<file path="src/rtl/core/dop_pkg.sv">
// Shared constants and the parsed-event type for the DHCP options parser.
package dop_pkg;

    localparam int QUEUE_DEPTH = 4;

    localparam logic [7:0] CODE_PAD  = 8'h00;
    localparam logic [7:0] CODE_END  = 8'hff;
    localparam logic [7:0] CODE_TYPE = 8'd53;
    localparam logic [7:0] CODE_ADDR = 8'd50;
    localparam logic [7:0] CODE_NAME = 8'd12;
    localparam logic [7:0] TYPE_MIN  = 8'd1;
    localparam logic [7:0] TYPE_MAX  = 8'd8;

    // Value index saturates here; only the first four value bytes matter.
    localparam logic [2:0] IDX_SAT   = 3'd4;
    localparam logic [2:0] IDX_ADDR4 = 3'd3;

    localparam logic KIND_NAME    = 1'b0;
    localparam logic KIND_SUMMARY = 1'b1;

    // What one options byte produced: an optional hostname byte and an
    // optional packet summary.
    typedef struct packed {
        logic        name_vld;
        logic [7:0]  name_byte;
        logic        name_start;
        logic        sum_vld;
        logic [3:0]  msg_type;
        logic [31:0] addr;
        logic        status;
    } event_t;

endpackage

</file>
<file path="src/rtl/core/dhcp_option_parser_top.sv">
// Top level of the DHCP options parser: front end, event queue, back end.
//
// Input channel: the options area arrives one byte per item with push/full.
// first_byte starts a packet and samples client_addr; last_byte closes it.
// Result channel: empty/pop. A byte inside option 12 gives a hostname item
// (kind 0); the end code, an invalid message type or the last byte gives a
// summary item (kind 1) with the type, requested address and status.
// run_end marks the last item caused by one input byte.
// A result passes through the event queue and then the output register
// on its way to the ports.
// Throughput: one byte per cycle while full is low; the back end delivers
// one item per cycle while pop is high, so a byte yielding both a hostname
// item and a summary falls behind, absorbed by the QueueDepth-entry event queue.
// When the receiver stalls, the queue fills and full rises; nothing is lost.
// Reset empties the queue and the output register and returns the parser
// to expecting an option code with a client address of zero.
module dhcp_option_parser_top #(
    parameter int QueueDepth = dop_pkg::QUEUE_DEPTH
) (
    input  logic        clk,
    input  logic        rst_n,
    input  logic        push,
    output logic        full,
    input  logic [7:0]  data_byte,
    input  logic        first_byte,
    input  logic        last_byte,
    input  logic [31:0] client_addr,
    output logic        empty,
    input  logic        pop,
    output logic        kind,
    output logic [7:0]  name_byte,
    output logic        name_start,
    output logic [3:0]  dhcp_type,
    output logic [31:0] wanted_addr,
    output logic        status,
    output logic        run_end
);

    logic            accept;
    logic            ev_vld;
    dop_pkg::event_t ev;
    logic            q_full;
    logic            q_vld;
    dop_pkg::event_t q_data;
    logic            q_pop;

    assign full   = q_full;
    assign accept = push && !q_full;

    dop_front u_front (
        .clk         (clk),
        .rst_n       (rst_n),
        .accept      (accept),
        .data_byte   (data_byte),
        .first_byte  (first_byte),
        .last_byte   (last_byte),
        .client_addr (client_addr),
        .ev_vld      (ev_vld),
        .ev          (ev)
    );

    dop_queue #(
        .Depth (QueueDepth)
    ) u_queue (
        .clk     (clk),
        .rst_n   (rst_n),
        .wr_en   (ev_vld),
        .wr_data (ev),
        .full    (q_full),
        .rd_en   (q_pop),
        .rd_vld  (q_vld),
        .rd_data (q_data)
    );

    dop_back u_back (
        .clk          (clk),
        .rst_n        (rst_n),
        .ev_vld       (q_vld),
        .ev           (q_data),
        .ev_pop       (q_pop),
        .pop          (pop),
        .empty        (empty),
        .kind         (kind),
        .name_byte    (name_byte),
        .name_start   (name_start),
        .dhcp_type    (dhcp_type),
        .wanted_addr  (wanted_addr),
        .status       (status),
        .run_end      (run_end)
    );

endmodule

</file>
<file path="src/rtl/core/dop_front.sv">
// Front end: walks the option records one byte per cycle while accept is high and emits events.
module dop_front (
    input  logic           clk,
    input  logic           rst_n,
    input  logic           accept,
    input  logic [7:0]     data_byte,
    input  logic           first_byte,
    input  logic           last_byte,
    input  logic [31:0]    client_addr,
    output logic           ev_vld,
    output dop_pkg::event_t ev
);

    typedef enum logic [1:0] {PH_CODE, PH_LEN, PH_VALUE, PH_DONE} phase_t;

    phase_t      phase_reg, phase_next, phase_cur;
    logic [7:0]  code_reg, code_next, code_cur;
    logic [7:0]  left_reg, left_next, left_cur;
    logic [2:0]  idx_reg, idx_next, idx_cur;
    logic [3:0]  type_reg, type_next, type_cur;
    logic [31:0] addr_reg, addr_next, addr_cur;
    logic [23:0] shift_reg, shift_next, shift_cur;
    logic        status_reg, status_next, status_cur;
    logic        stop;
    logic        name_hit;

    // A first byte restarts the packet before the byte itself is parsed.
    always_comb
    begin
        phase_cur  = first_byte ? PH_CODE : phase_reg;
        code_cur   = first_byte ? 8'd0 : code_reg;
        left_cur   = first_byte ? 8'd0 : left_reg;
        idx_cur    = first_byte ? 3'd0 : idx_reg;
        type_cur   = first_byte ? 4'd0 : type_reg;
        addr_cur   = first_byte ? client_addr : addr_reg;
        shift_cur  = first_byte ? 24'd0 : shift_reg;
        status_cur = first_byte ? 1'b0 : status_reg;
    end

    always_comb
    begin
        phase_next  = phase_cur;
        code_next   = code_cur;
        left_next   = left_cur;
        idx_next    = idx_cur;
        type_next   = type_cur;
        addr_next   = addr_cur;
        shift_next  = shift_cur;
        status_next = status_cur;
        stop        = 1'b0;
        name_hit    = 1'b0;
        case (phase_cur)
            PH_CODE:
            begin
                if (data_byte == dop_pkg::CODE_END)
                begin
                    stop = 1'b1;
                end
                else if (data_byte != dop_pkg::CODE_PAD)
                begin
                    code_next  = data_byte;
                    phase_next = PH_LEN;
                end
            end
            PH_LEN:
            begin
                left_next  = data_byte;
                idx_next   = 3'd0;
                shift_next = 24'd0;
                phase_next = (data_byte != 8'd0) ? PH_VALUE : PH_CODE;
            end
            PH_VALUE:
            begin
                if (code_cur == dop_pkg::CODE_TYPE && idx_cur == 3'd0)
                begin
                    if (data_byte inside {[dop_pkg::TYPE_MIN:dop_pkg::TYPE_MAX]})
                    begin
                        type_next = data_byte[3:0];
                    end
                    else
                    begin
                        status_next = 1'b1;
                        type_next   = 4'd0;
                        stop        = 1'b1;
                    end
                end
                else if (code_cur == dop_pkg::CODE_ADDR && idx_cur < dop_pkg::IDX_SAT)
                begin
                    shift_next = {shift_cur[15:0], data_byte};
                    if (idx_cur == dop_pkg::IDX_ADDR4)
                    begin
                        addr_next = {shift_cur, data_byte};
                    end
                end
                else if (code_cur == dop_pkg::CODE_NAME)
                begin
                    name_hit = 1'b1;
                end
                if (idx_cur != dop_pkg::IDX_SAT)
                begin
                    idx_next = idx_cur + 3'd1;
                end
                left_next = left_cur - 8'd1;
                if (left_next == 8'd0)
                begin
                    phase_next = PH_CODE;
                end
            end
            default:
            begin
                phase_next = PH_DONE;
            end
        endcase
        if (phase_cur != PH_DONE && last_byte)
        begin
            stop = 1'b1;
        end
        if (stop)
        begin
            phase_next = PH_DONE;
        end
    end

    always_comb
    begin
        ev.name_vld   = name_hit;
        ev.name_byte  = data_byte;
        ev.name_start = (idx_cur == 3'd0);
        ev.sum_vld    = stop;
        ev.msg_type   = type_next;
        ev.addr       = addr_next;
        ev.status     = status_next;
        ev_vld        = accept && (name_hit || stop);
    end

    always_ff @(posedge clk or negedge rst_n)
    begin
        if (!rst_n)
        begin
            phase_reg  <= PH_CODE;
            code_reg   <= 8'd0;
            left_reg   <= 8'd0;
            idx_reg    <= 3'd0;
            type_reg   <= 4'd0;
            addr_reg   <= 32'd0;
            shift_reg  <= 24'd0;
            status_reg <= 1'b0;
        end
        else if (accept)
        begin
            phase_reg  <= phase_next;
            code_reg   <= code_next;
            left_reg   <= left_next;
            idx_reg    <= idx_next;
            type_reg   <= type_next;
            addr_reg   <= addr_next;
            shift_reg  <= shift_next;
            status_reg <= status_next;
        end
    end

`ifndef SYNTHESIS
    // A stopped packet stays silent until the next first byte.
    assert property (@(posedge clk) disable iff (!rst_n)
        (accept && phase_reg == PH_DONE && !first_byte) |-> !ev_vld)
        else $error("event produced after parsing stopped");
    // An invalid message type always reports with type zero.
    assert property (@(posedge clk) disable iff (!rst_n)
        (ev_vld && ev.status) |-> (ev.sum_vld && ev.msg_type == 4'd0))
        else $error("bad status without a clean summary");
`endif

endmodule

</file>
<file path="src/rtl/core/dop_queue.sv">
// Short event queue between the parsing front end and the result back end.
module dop_queue #(
    parameter int Depth = dop_pkg::QUEUE_DEPTH
) (
    input  logic            clk,
    input  logic            rst_n,
    input  logic            wr_en,
    input  dop_pkg::event_t wr_data,
    output logic            full,
    input  logic            rd_en,
    output logic            rd_vld,
    output dop_pkg::event_t rd_data
);

    localparam int PtrW = (Depth > 1) ? $clog2(Depth) : 1;
    localparam int CntW = $clog2(Depth + 1);
    localparam logic [PtrW-1:0] PtrLast = PtrW'(Depth - 1);
    localparam logic [CntW-1:0] CntFull = CntW'(Depth);

    dop_pkg::event_t slots_reg [Depth];
    logic [PtrW-1:0] wr_ptr_reg, rd_ptr_reg;
    logic [CntW-1:0] count_reg, count_next;
    logic            do_wr, do_rd;

    assign full    = (count_reg == CntFull);
    assign rd_vld  = (count_reg != '0);
    assign rd_data = slots_reg[rd_ptr_reg];
    assign do_wr   = wr_en && !full;
    assign do_rd   = rd_en && rd_vld;

    always_comb
    begin
        count_next = count_reg;
        if (do_wr && !do_rd)
        begin
            count_next = count_reg + CntW'(1);
        end
        else if (do_rd && !do_wr)
        begin
            count_next = count_reg - CntW'(1);
        end
    end

    always_ff @(posedge clk or negedge rst_n)
    begin
        if (!rst_n)
        begin
            wr_ptr_reg <= '0;
            rd_ptr_reg <= '0;
            count_reg  <= '0;
        end
        else
        begin
            count_reg <= count_next;
            if (do_wr)
            begin
                wr_ptr_reg <= (wr_ptr_reg == PtrLast) ? '0 : wr_ptr_reg + PtrW'(1);
            end
            if (do_rd)
            begin
                rd_ptr_reg <= (rd_ptr_reg == PtrLast) ? '0 : rd_ptr_reg + PtrW'(1);
            end
        end
    end

    always_ff @(posedge clk)
    begin
        if (do_wr)
        begin
            slots_reg[wr_ptr_reg] <= wr_data;
        end
    end

`ifndef SYNTHESIS
    assert property (@(posedge clk) disable iff (!rst_n) count_reg <= CntFull)
        else $error("queue count above depth");
    assert property (@(posedge clk) disable iff (!rst_n)
        (do_wr && !do_rd) |=> (count_reg == $past(count_reg) + CntW'(1)))
        else $error("queue count lost a write");
`endif

endmodule

</file>
<file path="src/rtl/core/dop_back.sv">
// Back end: turns each queued event into one or two result items.
module dop_back (
    input  logic            clk,
    input  logic            rst_n,
    input  logic            ev_vld,
    input  dop_pkg::event_t ev,
    output logic            ev_pop,
    input  logic            pop,
    output logic            empty,
    output logic            kind,
    output logic [7:0]      name_byte,
    output logic            name_start,
    output logic [3:0]      dhcp_type,
    output logic [31:0]     wanted_addr,
    output logic            status,
    output logic            run_end
);

    logic        out_vld_reg, out_vld_next;
    logic        name_sent_reg, name_sent_next;
    logic        load;
    logic        load_name;
    logic        kind_reg;
    logic [7:0]  name_byte_reg;
    logic        name_start_reg;
    logic [3:0]  type_reg;
    logic [31:0] addr_reg;
    logic        status_reg;
    logic        run_end_reg;

    // The output register refills in the cycle it is taken.
    assign load      = ev_vld && (!out_vld_reg || pop);
    assign load_name = ev.name_vld && !name_sent_reg;

    always_comb
    begin
        out_vld_next   = out_vld_reg;
        name_sent_next = name_sent_reg;
        ev_pop         = 1'b0;
        if (pop && out_vld_reg)
        begin
            out_vld_next = 1'b0;
        end
        if (load)
        begin
            out_vld_next = 1'b1;
            if (load_name && ev.sum_vld)
            begin
                name_sent_next = 1'b1;
            end
            else
            begin
                name_sent_next = 1'b0;
                ev_pop         = 1'b1;
            end
        end
    end

    always_ff @(posedge clk or negedge rst_n)
    begin
        if (!rst_n)
        begin
            out_vld_reg   <= 1'b0;
            name_sent_reg <= 1'b0;
        end
        else
        begin
            out_vld_reg   <= out_vld_next;
            name_sent_reg <= name_sent_next;
        end
    end

    always_ff @(posedge clk)
    begin
        if (load)
        begin
            if (load_name)
            begin
                kind_reg       <= dop_pkg::KIND_NAME;
                name_byte_reg  <= ev.name_byte;
                name_start_reg <= ev.name_start;
                type_reg       <= 4'd0;
                addr_reg       <= 32'd0;
                status_reg     <= 1'b0;
                run_end_reg    <= !ev.sum_vld;
            end
            else
            begin
                kind_reg       <= dop_pkg::KIND_SUMMARY;
                name_byte_reg  <= 8'd0;
                name_start_reg <= 1'b0;
                type_reg       <= ev.msg_type;
                addr_reg       <= ev.addr;
                status_reg     <= ev.status;
                run_end_reg    <= 1'b1;
            end
        end
    end

    assign empty        = !out_vld_reg;
    assign kind         = kind_reg;
    assign name_byte    = name_byte_reg;
    assign name_start   = name_start_reg;
    assign dhcp_type    = type_reg;
    assign wanted_addr  = addr_reg;
    assign status       = status_reg;
    assign run_end      = run_end_reg;

`ifndef SYNTHESIS
    // A half-delivered event must still sit at the queue head.
    assert property (@(posedge clk) disable iff (!rst_n) name_sent_reg |-> ev_vld)
        else $error("summary owed but queue head is gone");
    // A hostname item with a summary still owed is not marked as the run end.
    assert property (@(posedge clk) disable iff (!rst_n)
        (load && load_name && ev.sum_vld) |=> (out_vld_reg && !run_end_reg))
        else $error("hostname item before a summary marked as run end");
`endif

endmodule

</file>
<file path="config.mk">
export PLATFORM = sky130hd
export DESIGN_NAME = dhcp_option_parser_top
export DESIGN_NICKNAME = d
export VERILOG_FILES = /design/src/rtl/core/dop_pkg.sv /design/src/rtl/core/dhcp_option_parser_top.sv /design/src/rtl/core/dop_front.sv /design/src/rtl/core/dop_queue.sv /design/src/rtl/core/dop_back.sv
export SDC_FILE = /design/constraint.sdc
export NUM_CORES = 1
export LEC_CHECK = 0
export BUFFER_PORTS_ARGS = -buffer_cell sky130_fd_sc_hd__buf_2
export CAP_MARGIN = 40
export CORE_MARGIN = 3
export CORE_UTILIZATION = 65
export CTS_CLUSTER_DIAMETER = 150
export DETAILED_ROUTE_END_ITERATION = 6
export HOLD_SLACK_MARGIN = 0.08
export PLACE_DENSITY = 0.89
export SLEW_MARGIN = 20
export SYNTH_ARGS = -nofsm -noshare
export SYNTH_HDL_FRONTEND = slang
export SYNTH_SLANG_ARGS = --single-unit
</file>
<file path="constraint.sdc">
create_clock -name clk -period 7.6 [get_ports clk]
set_input_delay 0.38 -clock clk [delete_from_list [all_inputs] [get_ports clk]]
set_output_delay 0.38 -clock clk [all_outputs]
set_load 0.05 [all_outputs]
</file>
Word-level counts from Yosys, hierarchy flattened
Memories as Yosys holds them, arrays and structs flattened.
Index checks and enable logic that the tools add are counted.
- memories: 1
- register bits: 139
- memory bits (writable): 192
- output and inout port bits: 50
- bits of input ports: 46
- word-level logic and storage cells: 125
- memory list (memory ; words ; bits a word ; read ports ; clocked after Yosys merged registers in ; write ports ; line ; source):
    u_queue.slots_reg ; 4 ; 48 ; 1 ; 0 ; 1 ; dop_queue.sv:20 ; dop_pkg::event_t slots_reg [Depth];
- multiplexer cells: 54
- add/sub/neg operators: 6
- reductions and logical operators: 29
- eq/ne operators: 12
- magnitude comparators: 3
- operator list (kind ; count):
    $mux 32 ; 5
    $mux 24 ; 3
    $pmux 24 s2 ; 1
    $mux 8 ; 5
    $mux 1 ; 20
    $eq 8x6->1 const B ; 2
    $mux 2 ; 8
    $mux 4 ; 4
    $pmux 8 s2 ; 1
    $logic_and 1x1->1 ; 14
    $mux 3 ; 4
    $eq 8x4->1 const B ; 1
    $eq 8x8->1 const B ; 1
    $ge 8x1->1 const B ; 1
    $le 8x4->1 const B ; 1
    $logic_not 8->1 ; 1
    $reduce_bool 8->1 ; 1
    $sub 8x1->8 const B ; 1
    $add 3x1->3 const B ; 2
    $eq 2x2->1 const B ; 3
    $logic_not 1->1 ; 6
    $pmux 2 s3 ; 1
    $pmux 3 s2 ; 1
    $add 2x1->2 const B ; 2
    13 further kinds ; 15

Logic depth before layout (Yosys ltp)
Gate-level depths: netlist of run 1.
- word-level depth: 13
- mapped depth: 16

Hierarchy
Synthesis of run 1 repeated with hierarchy kept, for this count alone.
- cells, all modules: 977
- area, all modules: 14423.8 um^2
- by module, submodules not included (module ; times used ; cells an instance ; sequential area each (um^2) ; area each (um^2)):
    dop_queue ; 1 ; 288 ; 5940.7 ; 7437.1
    dop_front ; 1 ; 576 ; 2052.0 ; 5082.4
    dop_back ; 1 ; 112 ; 1491.4 ; 1890.6
    dhcp_option_parser_top ; 1 ; 1 ; 0.0 ; 13.8

Least setup slack after synthesis of run 1
OpenSTA, ideal clock, no wires.
- kind: reg2reg
- start point: register u_queue.count_reg[0]
- end point: register u_queue.count_reg[1]
- path slack: 3.262 ns
- path buffers: 0
- cell stages (with the launch flop): 8
- data arrival time: 4.214 ns
- library setup time: 0.125 ns
- path through: dfrtp_1 -> nor3_1 -> a21oi_1 -> a21bo_2 -> ha_1 -> inv_1 -> fa_1 -> mux2_2
- RTL lines (element ; line ; source):
    start: declaration ; dop_queue.sv:22 ; logic [CntW-1:0] count_reg, count_next;
    start signal: assignment ; dop_queue.sv:54 ; count_reg <= count_next;
    $reduce_bool 3->1 ; dop_queue.sv:26 ; assign rd_vld = (count_reg != '0);
    $logic_and 1x1->1 ; dop_back.sv:32 ; assign load = ev_vld && (!out_vld_reg || pop);
    net u_back.load ; dop_back.sv:21 ; logic load;
    $mux 1 ; dop_back.sv:44 ; if (load)
    $logic_and 1x1->1 ; dop_queue.sv:29 ; assign do_rd = rd_en && rd_vld;
    $logic_not 1->1 ; dop_queue.sv:34 ; if (do_wr && !do_rd)
    $logic_and 1x1->1 ; dop_queue.sv:34 ;
    $mux 3 ; dop_queue.sv:34 ;
    net u_queue.count_next[1] ; dop_queue.sv:22 ;
The timed path passes the listed nets, and every way through them passes these cells. The select of a mux whose other input is x is not followed.
A chain may end at the register's enable or synchronous reset.

==> reports/qor.yml, run 1 <==
io_buffers: 95
cts_buffer_depth: 3
cp-start-kind: "primary input"
synthFlopType: "edfxtp_1"
antenna_left: 0
fill_cells: 1184
cts_tree: "yes"
yosysUniqueCellTypes: 68
period_share: 0.511
rows: 53
cts.sinks: 331
syn_to_final_growth_pct: 13.4
path_cells: "buf_2 -> buf_4 -> nand2b_1 -> ha_1 -> nand4bb_1 -> nor4bb_1 -> or2b_1 -> o31a_4 -> ha_1 -> inv_1 -> fa_1 -> xor2_1 -> nor2_1 -> xor2_1"
netlist_area_um2: 14200
cts_made_buffers: 31
dp_hpwl_um: 19500
htree_levels: 1
whs_path_depth: 2
grt_max_degree: 71
rsz0062_at_grt: "false"
status: "finished, final reports clean"
cts_root_buf: "clkbuf_16"
synth-seq-cells: 331
end_kind: "register"
synth-async-reset-ratio: 0.275
wl_per_cell_um: 24.7
die_w_um: 154
ios: 96
slowest_delay_ns: 0.82
finalSetupTns_ns: 0
track_usage: 0.289
largest_register_ffs: 192
drtIter0Drc: 1305
relSlewSlack: 0.372
finalHoldViolations: 0
fin_skew_ns: 0.0218
grt_pass1_wl_um: 53600
synthCells: 1001
viasPerCell: 6.79
synthesis.nets: 1063
cap_violations: 0
hold_path.class: "in -> reg"
critPathRequiredTime_ns: 8.07
mostFrequentLayoutCell: "edfxtp_1"
post-route-drc-count: 0
grt_pass1_vias: 9198
dp.cells: 1320
cts_resized: 0
power.leakage_uw: 0.00592
start_util: 0.670
reg2regPathDepth: 12
antenna_found_initial: 0
drive_gt1_frac: 0.219
die_area_um2: 23700
max_freq_ghz: 0.257
critical_path_class: "in -> reg"
final-setup-viol-count: 0
tightestPinTransition_ns: 0.929
first_pass_iters: 6
arrival_ns: 4.35
p_total_uw: 6380
num_vias: 9454
syn_avg_cell_area_um2: 14.2
final_cell_mix: "edfxtp_1 (240), buf_2 (94), nand2_1 (90)"
dp_slack_ns: 3.36
die_h_um: 154
irDropWorstVdd_v: 0.000259
gp_routability_congestion: 0.885
core_area_um2: 21200
path_clk_slew_ns: 0.06
drv_slew: 0
final_cells: 1392
yosys_warnings: 0
clkLatencyLatePin_ns: 0.57
setup_ws_ns: 3.71
grt-ovfl-total: 0
cp_slowest_cell: "nor4bb_1"
regArea_um2: 9490
drt-total-wl_um: 34300
nNetsFinal: 1155
worst-path-max-fanout: 68
synth_edf_count: 240
multi_input_area_um2: 4380
layout_min_cycle_time_ns: 3.89
seq_area_frac_synth: 0.667
power_density_nw_per_um2: 396
n_antenna_cell: 0
final cells by class:
| class | instances | area share |
|---|---|---|
| Clock buffer | 40 | 0.0509 |
| Clock inverter | 17 | 0.0132 |
| Inverter | 14 | 0.00326 |
| Multi-Input combinational cell | 585 | 0.272 |
| Sequential cell | 331 | 0.589 |
| Tap cell | 275 | 0.0214 |
| Timing Repair Buffer | 130 | 0.0505 |
logic make-up (layout without fill, tap and decap cells):
logic type               count (synthesis)  count (layout)  share of synthesized area
AO/OA/AOI/OAI                          223             223                      0.106
flip-flops                             331             331                      0.667
buffers and inverters                   85             201                     0.0254
multiplexers                            58              58                     0.0837
AND/OR/NAND/NOR                        285             285                      0.101
adder cells (fa/ha/maj)                 16              16                     0.0146
XOR/XNOR                                 3               3                    0.00185
per-stage QoR:
| stage | utilization | hold WS, ns | cell area [um2] |
|---|---|---|---|
| 2_1_floorplan | - | 0.0844 | 14200 |
| 3_3_place_gp | 0.701 | 0.322 | 14900 |
| 3_5_place_dp | 0.703 | 0.330 | 14900 |
| 4_1_cts | 0.757 | 0.0807 | 16100 |
| 5_1_grt | 0.759 | 0.0900 | 16100 |
| 6_report | 0.759 | 0.0837 | 16100 |
critical path: cells and delay by family:
kind / cells / cell delay (ns)
AND/OR/NAND/NOR: 5 / 1.63
AO/OA/AOI/OAI: 1 / 0.19
buffers and inverters: 3 / 0.71
XOR/XNOR: 2 / 0.33
adder cells (fa/ha/maj): 3 / 1.05
power breakdown:
| part | switching [uW] | internal, uW |
|---|---|---|
| Sequential | 245 | 2450 |
| Combinational | 1350 | 745 |
| Clock | 652 | 928 |
synth_stat cells, types with 3 or more instances:
cell type,count,area [um2]
buf_2,7,35.0
a22oi_1,16,120
nor3b_1,5,37.5
nor4_1,3,18.8
o211ai_1,4,30.0
nor3_1,6,30.0
and2_1,51,319
nand2b_1,10,62.6
buf_1,7,26.3
a221o_1,24,240
a31oi_1,25,156
edfxtp_1,240,7210
buf_6,4,45.0
a21oi_1,49,245
nand2_1,90,338
nor2_1,60,225
a22o_1,17,149
nand4_1,3,18.8
mux2_2,8,90.1
nor2b_1,5,31.3
a32o_1,4,40.0
o31ai_1,3,22.5
o21ai_0,54,270
inv_1,13,48.8
dfrtp_1,91,2280
nand3_1,30,150
and2_2,4,30.0
clkbuf_1,52,195
o22ai_1,3,18.8
a211oi_1,3,22.5
ha_1,15,188
mux4_2,47,1060
a32oi_1,4,35.0
final timing paths:
check	start	endpoint	slack, ns
worst max-delay path	first_byte	u_queue.count_reg[2]	3.71
worst min-delay path	client_addr[27]	u_front.addr_reg[27]	0.08
worst max register to register	u_front.phase_reg[0]	u_queue.count_reg[2]	3.96
max in group asynchronous	rst_n	u_queue.wr_ptr_reg[0]	6.44
worst min register to register	u_front.idx_reg[0]	u_front.idx_reg[0]	0.48
min in group asynchronous	rst_n	u_front.addr_reg[8]	0.28
timing repair:
| item | 4_1_cts | 5_1_grt |
|---|---|---|
| hold endpoints to repair | 36 | 0 |
| hold buffers | 12 | 0 |
| buffers inserted | 0 | 0 |
metal layers:
metal | global-route usage | vias up | share of wire
met2 | 0.442 | 709 | 0.46
met1 | 0.438 | 4605 | 0.39
met4 | 0.0908 | 0 | 0.034
met3 | 0.0512 | 129 | 0.11
met5 | 0 | - | 0
li1 | - | 4011 | -
(Power assumes the default switching activity.)
==> run 2, diff against run 1 <==
--- a/config.mk
+++ b/config.mk
@@ -8,11 +8,11 @@
 export BUFFER_PORTS_ARGS = -buffer_cell sky130_fd_sc_hd__buf_2
 export CAP_MARGIN = 40
 export CORE_MARGIN = 3
-export CORE_UTILIZATION = 65
+export CORE_UTILIZATION = 55
 export CTS_CLUSTER_DIAMETER = 150
 export DETAILED_ROUTE_END_ITERATION = 6
 export HOLD_SLACK_MARGIN = 0.08
-export PLACE_DENSITY = 0.89
+export PLACE_DENSITY = 0.8
 export SLEW_MARGIN = 20
 export SYNTH_ARGS = -nofsm -noshare
 export SYNTH_HDL_FRONTEND = slang
==> constraint.sdc (replaced) <==
create_clock -name clk -period 3.2 [get_ports clk]
set_input_delay 0.16 -clock clk [delete_from_list [all_inputs] [get_ports clk]]
set_output_delay 0.16 -clock clk [all_outputs]
set_load 0.05 [all_outputs]
==> run 2 against run 1 <==
Critical path depth down 2. Via count down 0.67%. Count of clock-buffer cells in the layout unchanged. First-iteration DRC count down 18%. Critical endpoint unchanged.
==> reports/qor.yml, run 2 (synthesis gave the netlist of run 1 again) <==
post-route-drc-count: 0  # unchanged
largest_register_ffs: 192  # unchanged
max_freq_ghz: 0.337
critPathRequiredTime_ns: 3.62  # -4.45 ns
worst-path-max-fanout: 7  # -90%
final-setup-viol-count: 0  # unchanged
cts_buffer_depth: 3  # unchanged
cts_tree: "yes"
cp_num_buf_inv: 1  # -2
irDropWorstVdd_v: 0.000594  # +130%
grt-ovfl-total: 0  # unchanged
htree_levels: 2  # +1
rsz0062_at_grt: "false"
power_density_nw_per_um2: 923  # +130%
cts_made_buffers: 34  # +9.7%
die_area_um2: 27800  # +17%
cp-start-kind: "register"
power.leakage_uw: 0.00615  # +4.0%
fin_skew_ns: 0.0271  # +0.00526 ns
nNetsFinal: 1195  # +3.5%
cp_top_family: "simple AND/OR/NAND/NOR gates"
track_usage: 0.245  # -0.0447
period_share: 0.928
die_h_um: 167  # +8.4%
grt_pass1_wl_um: 53400  # -0.26%
finalHoldViolations: 0  # unchanged
start_util: 0.563  # -0.107
status: "finished, final reports clean"
post_cts_buffers: 0  # unchanged
end_kind: "register"
path_cells: "nand2b_1 -> ha_1 -> nand4bb_1 -> nor4bb_1 -> or2b_1 -> o31a_4 -> ha_1 -> inv_1 -> fa_1 -> xor2_1 -> nor2_1 -> xor2_1"
antenna_found_initial: 0  # unchanged
cp_slowest_cell: "fa_1"
cap_violations: 0  # unchanged
p_total_uw: 15400  # +140%
io_buffers: 95  # unchanged
drv_slew: 0  # unchanged
mostFrequentLayoutCell: "edfxtp_1"
rows: 58  # +9.4%
die_w_um: 167  # +8.4%
critical_path_class: "reg -> reg"
grt_pass1_vias: 9227  # +0.32%
ios: 96  # unchanged
wl_per_cell_um: 22.9  # -7.3%
hold_path.class: "in -> async"
path_clk_slew_ns: 0.07  # about the same
cts_root_buf: "clkbuf_16"
tightestPinTransition_ns: 0.806  # -0.123 ns
arrival_ns: 3.39  # -0.96 ns
dp_hpwl_um: 20200  # +3.4%
relSlewSlack: 0.457  # +0.0848
final_cell_mix: "edfxtp_1 (240), buf_2 (94), nand2_1 (90)"
num_vias: 9391  # -0.67%
finalSetupTns_ns: 0  # unchanged
drtIter0Drc: 1064  # -18%
drive_gt1_frac: 0.230  # +0.0110
cts.sinks: 331  # unchanged
clkLatencyLatePin_ns: 0.53  # -0.04 ns
core_area_um2: 25300  # +19%
grt_max_degree: 60  # -15%
first_pass_iters: 6  # unchanged
viasPerCell: 6.31  # -7.1%
drt-total-wl_um: 34100  # -0.81%
hold_ws_ns: 0.0952  # +0.0115 ns
layout_min_cycle_time_ns: 2.97
slowest_delay_ns: 0.44  # -0.38 ns
syn_to_final_growth_pct: 17.5
gp_routability_congestion: 0.881  # -0.49%
antenna_left: 0  # unchanged
n_antenna_cell: 0  # unchanged
run 2: repair_timing:
item | in CTS | in global routing
endpoints found under the setup margin | 0 | 0
resized for setup | 0 | 0
endpoints found under the hold margin | 111 | 0
hold buffers | 37 | 0
run 2: path summary, 6_finish.rpt:
path                                       from                  endpoint  slack [ns]  cells past startpoint
max in group asynchronous                 rst_n      u_front.shift_reg[2]        2.26                      4
setup / recovery           u_front.phase_reg[0]      u_queue.count_reg[2]        0.23                     12
hold reg to reg              u_front.idx_reg[1]        u_front.idx_reg[1]        0.49                      1
min in group clk                   data_byte[5]  u_queue.slots_reg[3][44]        0.13                      2
setup reg to reg           u_front.phase_reg[0]      u_queue.count_reg[2]        0.23                     12
hold / removal                            rst_n       u_front.addr_reg[2]         0.1                      2
run 2: layout make-up:
| cell class | instances | area (um2) |
|---|---|---|
| clock buffer | 40 | 903 |
| clock inverter | 22 | 236 |
| fill | 1726 | 8560 |
| inverter | 14 | 52.6 |
| multi-input combinational | 585 | 4390 |
| sequential | 331 | 9490 |
| tap | 330 | 413 |
| timing repair buffer | 167 | 1210 |
run 2: per-layer routing:
metal | wire length [um] | up-vias | GRT usage
li1 | - | 4095 | -
met1 | 13500 | 4657 | 0.352
met5 | 0 | - | 0
met4 | 988 | 0 | 0.0771
met3 | 2870 | 84 | 0.0399
met2 | 16700 | 555 | 0.391
run 2: report_power, final:
group / total [uW] / internal [uW] / switching [uW]
registers: 6340 / 5820 / 523
clock network: 4020 / 2370 / 1650
logic: 5050 / 1830 / 3220
run 2: per-stage QoR:
stage / cell area, um2 / util / setup WS, ns / cells
after floorplan: 14200 / - / 0.0368 / 1001
after global placement: 15100 / 0.599 / 0.302 / 1387
after detailed placement: 15200 / 0.600 / 0.163 / 1389
after CTS: 16700 / 0.660 / 0.239 / 1488
after global routing: 16700 / 0.661 / 0.0213 / 1489
final: 16700 / 0.661 / 0.232 / 1489
==> run 3, diff against run 2 <==
--- a/config.mk
+++ b/config.mk
@@ -7,12 +7,14 @@
 export LEC_CHECK = 0
 export BUFFER_PORTS_ARGS = -buffer_cell sky130_fd_sc_hd__buf_2
 export CAP_MARGIN = 40
+export CELL_PAD_IN_SITES_DETAIL_PLACEMENT = 1
+export CELL_PAD_IN_SITES_GLOBAL_PLACEMENT = 2
 export CORE_MARGIN = 3
-export CORE_UTILIZATION = 55
+export CORE_UTILIZATION = 39
 export CTS_CLUSTER_DIAMETER = 150
 export DETAILED_ROUTE_END_ITERATION = 6
 export HOLD_SLACK_MARGIN = 0.08
-export PLACE_DENSITY = 0.8
+export PLACE_DENSITY = 0.79
 export SLEW_MARGIN = 20
 export SYNTH_ARGS = -nofsm -noshare
 export SYNTH_HDL_FRONTEND = slang
==> run 3 against run 2 <==
Routed wire length is 8.3% higher. Highest routed layer unchanged. Sequential power about the same. Sequential share of layout area decreased by 0.75 points. Via count shrank 3.8%. Critical path depth is 1 higher. Worst hold slack better by 0.0072 ns.
==> reports/qor.yml, run 3 (synthesis gave the netlist of run 1 again) <==
fill_cells: 3592  # +110%
cp-start-kind: "register"
grt_max_degree: 62  # +3.3%
drv_slew: 0  # unchanged
fin_skew_ns: 0.0187  # -0.00835 ns
dp_hpwl_um: 24100  # +19%
arrival_ns: 3.32  # -0.07 ns
power.leakage_uw: 0.00619  # +0.54%
final-setup-viol-count: 0  # unchanged
htree_levels: 2  # unchanged
ios: 96  # unchanged
power_density_nw_per_um2: 924  # +0.11%
reg2reg_from: "u_front.phase_reg[1]"
final_cell_mix: "edfxtp_1 (240), buf_2 (94), nand2_1 (90)"
core_area_um2: 35700  # +42%
grt_pass1_wl_um: 57900  # +8.4%
hold_path.class: "in -> reg"
io_buffers: 95  # unchanged
hold-path-endpoint: "u_front.addr_reg[1]"
cts_made_buffers: 36  # +5.9%
grt_pass1_vias: 9597  # +4.0%
status: "finished, final reports clean"
largest_register_ffs: 192  # unchanged
first_pass_iters: 5  # -1
cts.sinks: 331  # unchanged
num_vias: 9037  # -3.8%
mostFrequentLayoutCell: "edfxtp_1"
ctsHoldBuffers: 35  # -5.4%
reg2regPathDepth: 13  # +1
dp.cells: 1523  # +9.6%
cts_resized: 0  # unchanged
slowest_delay_ns: 0.43  # about the same
die_w_um: 197  # +18%
whs_path_depth: 4
gp_routability_congestion: 0.768  # -13%
post_cts_buffers: 0  # unchanged
cts_buffer_depth: 3  # unchanged
finalHoldViolations: 0  # unchanged
drtIter0Drc: 717  # -33%
period_share: 0.902  # -0.0257
layout_min_cycle_time_ns: 2.89  # -0.0821 ns
finalSetupTns_ns: 0  # unchanged
drive_gt1_frac: 0.230  # about the same
cp_slowest_cell: "fa_1"
track_usage: 0.193  # -0.0516
nNetsFinal: 1197  # +0.17%
antenna_left: 0  # unchanged
drt-total-wl_um: 36900  # +8.3%
min_from: "client_addr[1]"
clkLatencyLatePin_ns: 0.52  # about the same
viasPerCell: 5.57  # -12%
rsz0062_at_grt: "false"
worst-path-max-fanout: 7  # unchanged
cts_tree: "yes"
rows: 69  # +19%
end_kind: "register"
die_h_um: 197  # +18%
regToRegSetupSlack_ns: 0.31  # +0.08 ns
tightestPinTransition_ns: 0.781  # -0.0257 ns
grt-ovfl-total: 0  # unchanged
post-route-drc-count: 0  # unchanged
relSlewSlack: 0.474  # +0.0173
cts_root_buf: "clkbuf_16"
critical_path_class: "reg -> reg"
path_clk_slew_ns: 0.06  # about the same
syn_to_final_growth_pct: 19.1
max_freq_ghz: 0.346  # +2.8%
start_util: 0.398  # -0.165
antenna_found_initial: 1  # +1
die_area_um2: 38800  # +39%
final_cells: 1622  # +8.9%
path_cells: "nand2_1 -> inv_1 -> ha_1 -> nand4bb_1 -> nor4bb_1 -> or2b_1 -> o31a_4 -> ha_1 -> inv_1 -> fa_1 -> xor2_1 -> nor2_1 -> xor2_1"
wl_per_cell_um: 22.7  # -0.55%
cap_violations: 0  # unchanged
r2r-end: "u_queue.count_reg[2]"
irDropWorstVdd_v: 0.000438  # -26%
critPathRequiredTime_ns: 3.64  # +0.02 ns
==> run 3: where the power goes <==
part | internal (uW) | leakage, uW | total [uW] | switching (uW)
clock network | 2600 | 0.000595 | 4260 | 1660
logic | 1800 | 0.00227 | 5030 | 3230
registers | 5820 | 0.00332 | 6340 | 519
==> run 3: how the worst max path moves through the flow <==
stage / end / startpoint / slack [ns] / cells past startpoint
2_1_floorplan: u_queue.count_reg[2] / first_byte / 0.04 / 16
3_3_place_gp: u_queue.count_reg[2] / first_byte / 0.31 / 13
3_5_place_dp: u_queue.count_reg[2] / first_byte / 0.21 / 13
4_1_cts: u_queue.count_reg[2] / u_front.phase_reg[1] / 0.28 / 13
5_1_grt: u_queue.count_reg[2] / u_front.phase_reg[1] / 0.03 / 13
6_report: u_queue.count_reg[2] / u_front.phase_reg[1] / 0.31 / 13
==> run 3: cell type report <==
| cell class | instances | area [um2] | area share |
|---|---|---|---|
| flip-flops and latches | 331 | 9490 | 0.561 |
| multi-input cells | 585 | 4390 | 0.259 |
| repair buffers | 167 | 1200 | 0.0707 |
| clock buffers | 48 | 996 | 0.0589 |
| well taps | 461 | 577 | 0.0341 |
| clock inverters | 15 | 219 | 0.0129 |
| inverters | 14 | 52.6 | 0.00311 |
| diodes | 1 | 2.50 | 0.000148 |
==> run 3: worst max-delay path, delay by kind of cell, from the launching register on <==
kind / cells / cell delay (ns)
DFF: 1 / 0.35
adders and majority gates: 3 / 0.80
xor gates and xnor gates: 2 / 0.32
buffers and inverters: 2 / 0.20
AOI/OAI and AO/OA: 1 / 0.20
and+or+nand+nor: 5 / 0.93
==> run 3: stage by stage <==
step / area, um2 / hold WS (ns) / total power (uW) / worst slack, ns / util
after global placement: 15300 / 0.304 / 11300 / 0.313 / 0.428
after global routing: 16900 / 0.0942 / 16500 / 0.0335 / 0.473
after CTS: 16900 / 0.0802 / 15800 / 0.280 / 0.473
final: 16900 / 0.102 / 15600 / 0.314 / 0.473
after floorplan: 14200 / -0.136 / 10000 / 0.0368 / -
after detailed placement: 15400 / 0.0284 / 11500 / 0.208 / 0.430
==> run 3: per-layer routing <==
layer  share of wire  track usage  up-vias
li1                -            -     4082
met1            0.45        0.274     4679
met2            0.48        0.316      224
met3           0.045       0.0289       52
met4           0.022       0.0494        0
met5               0            0        -
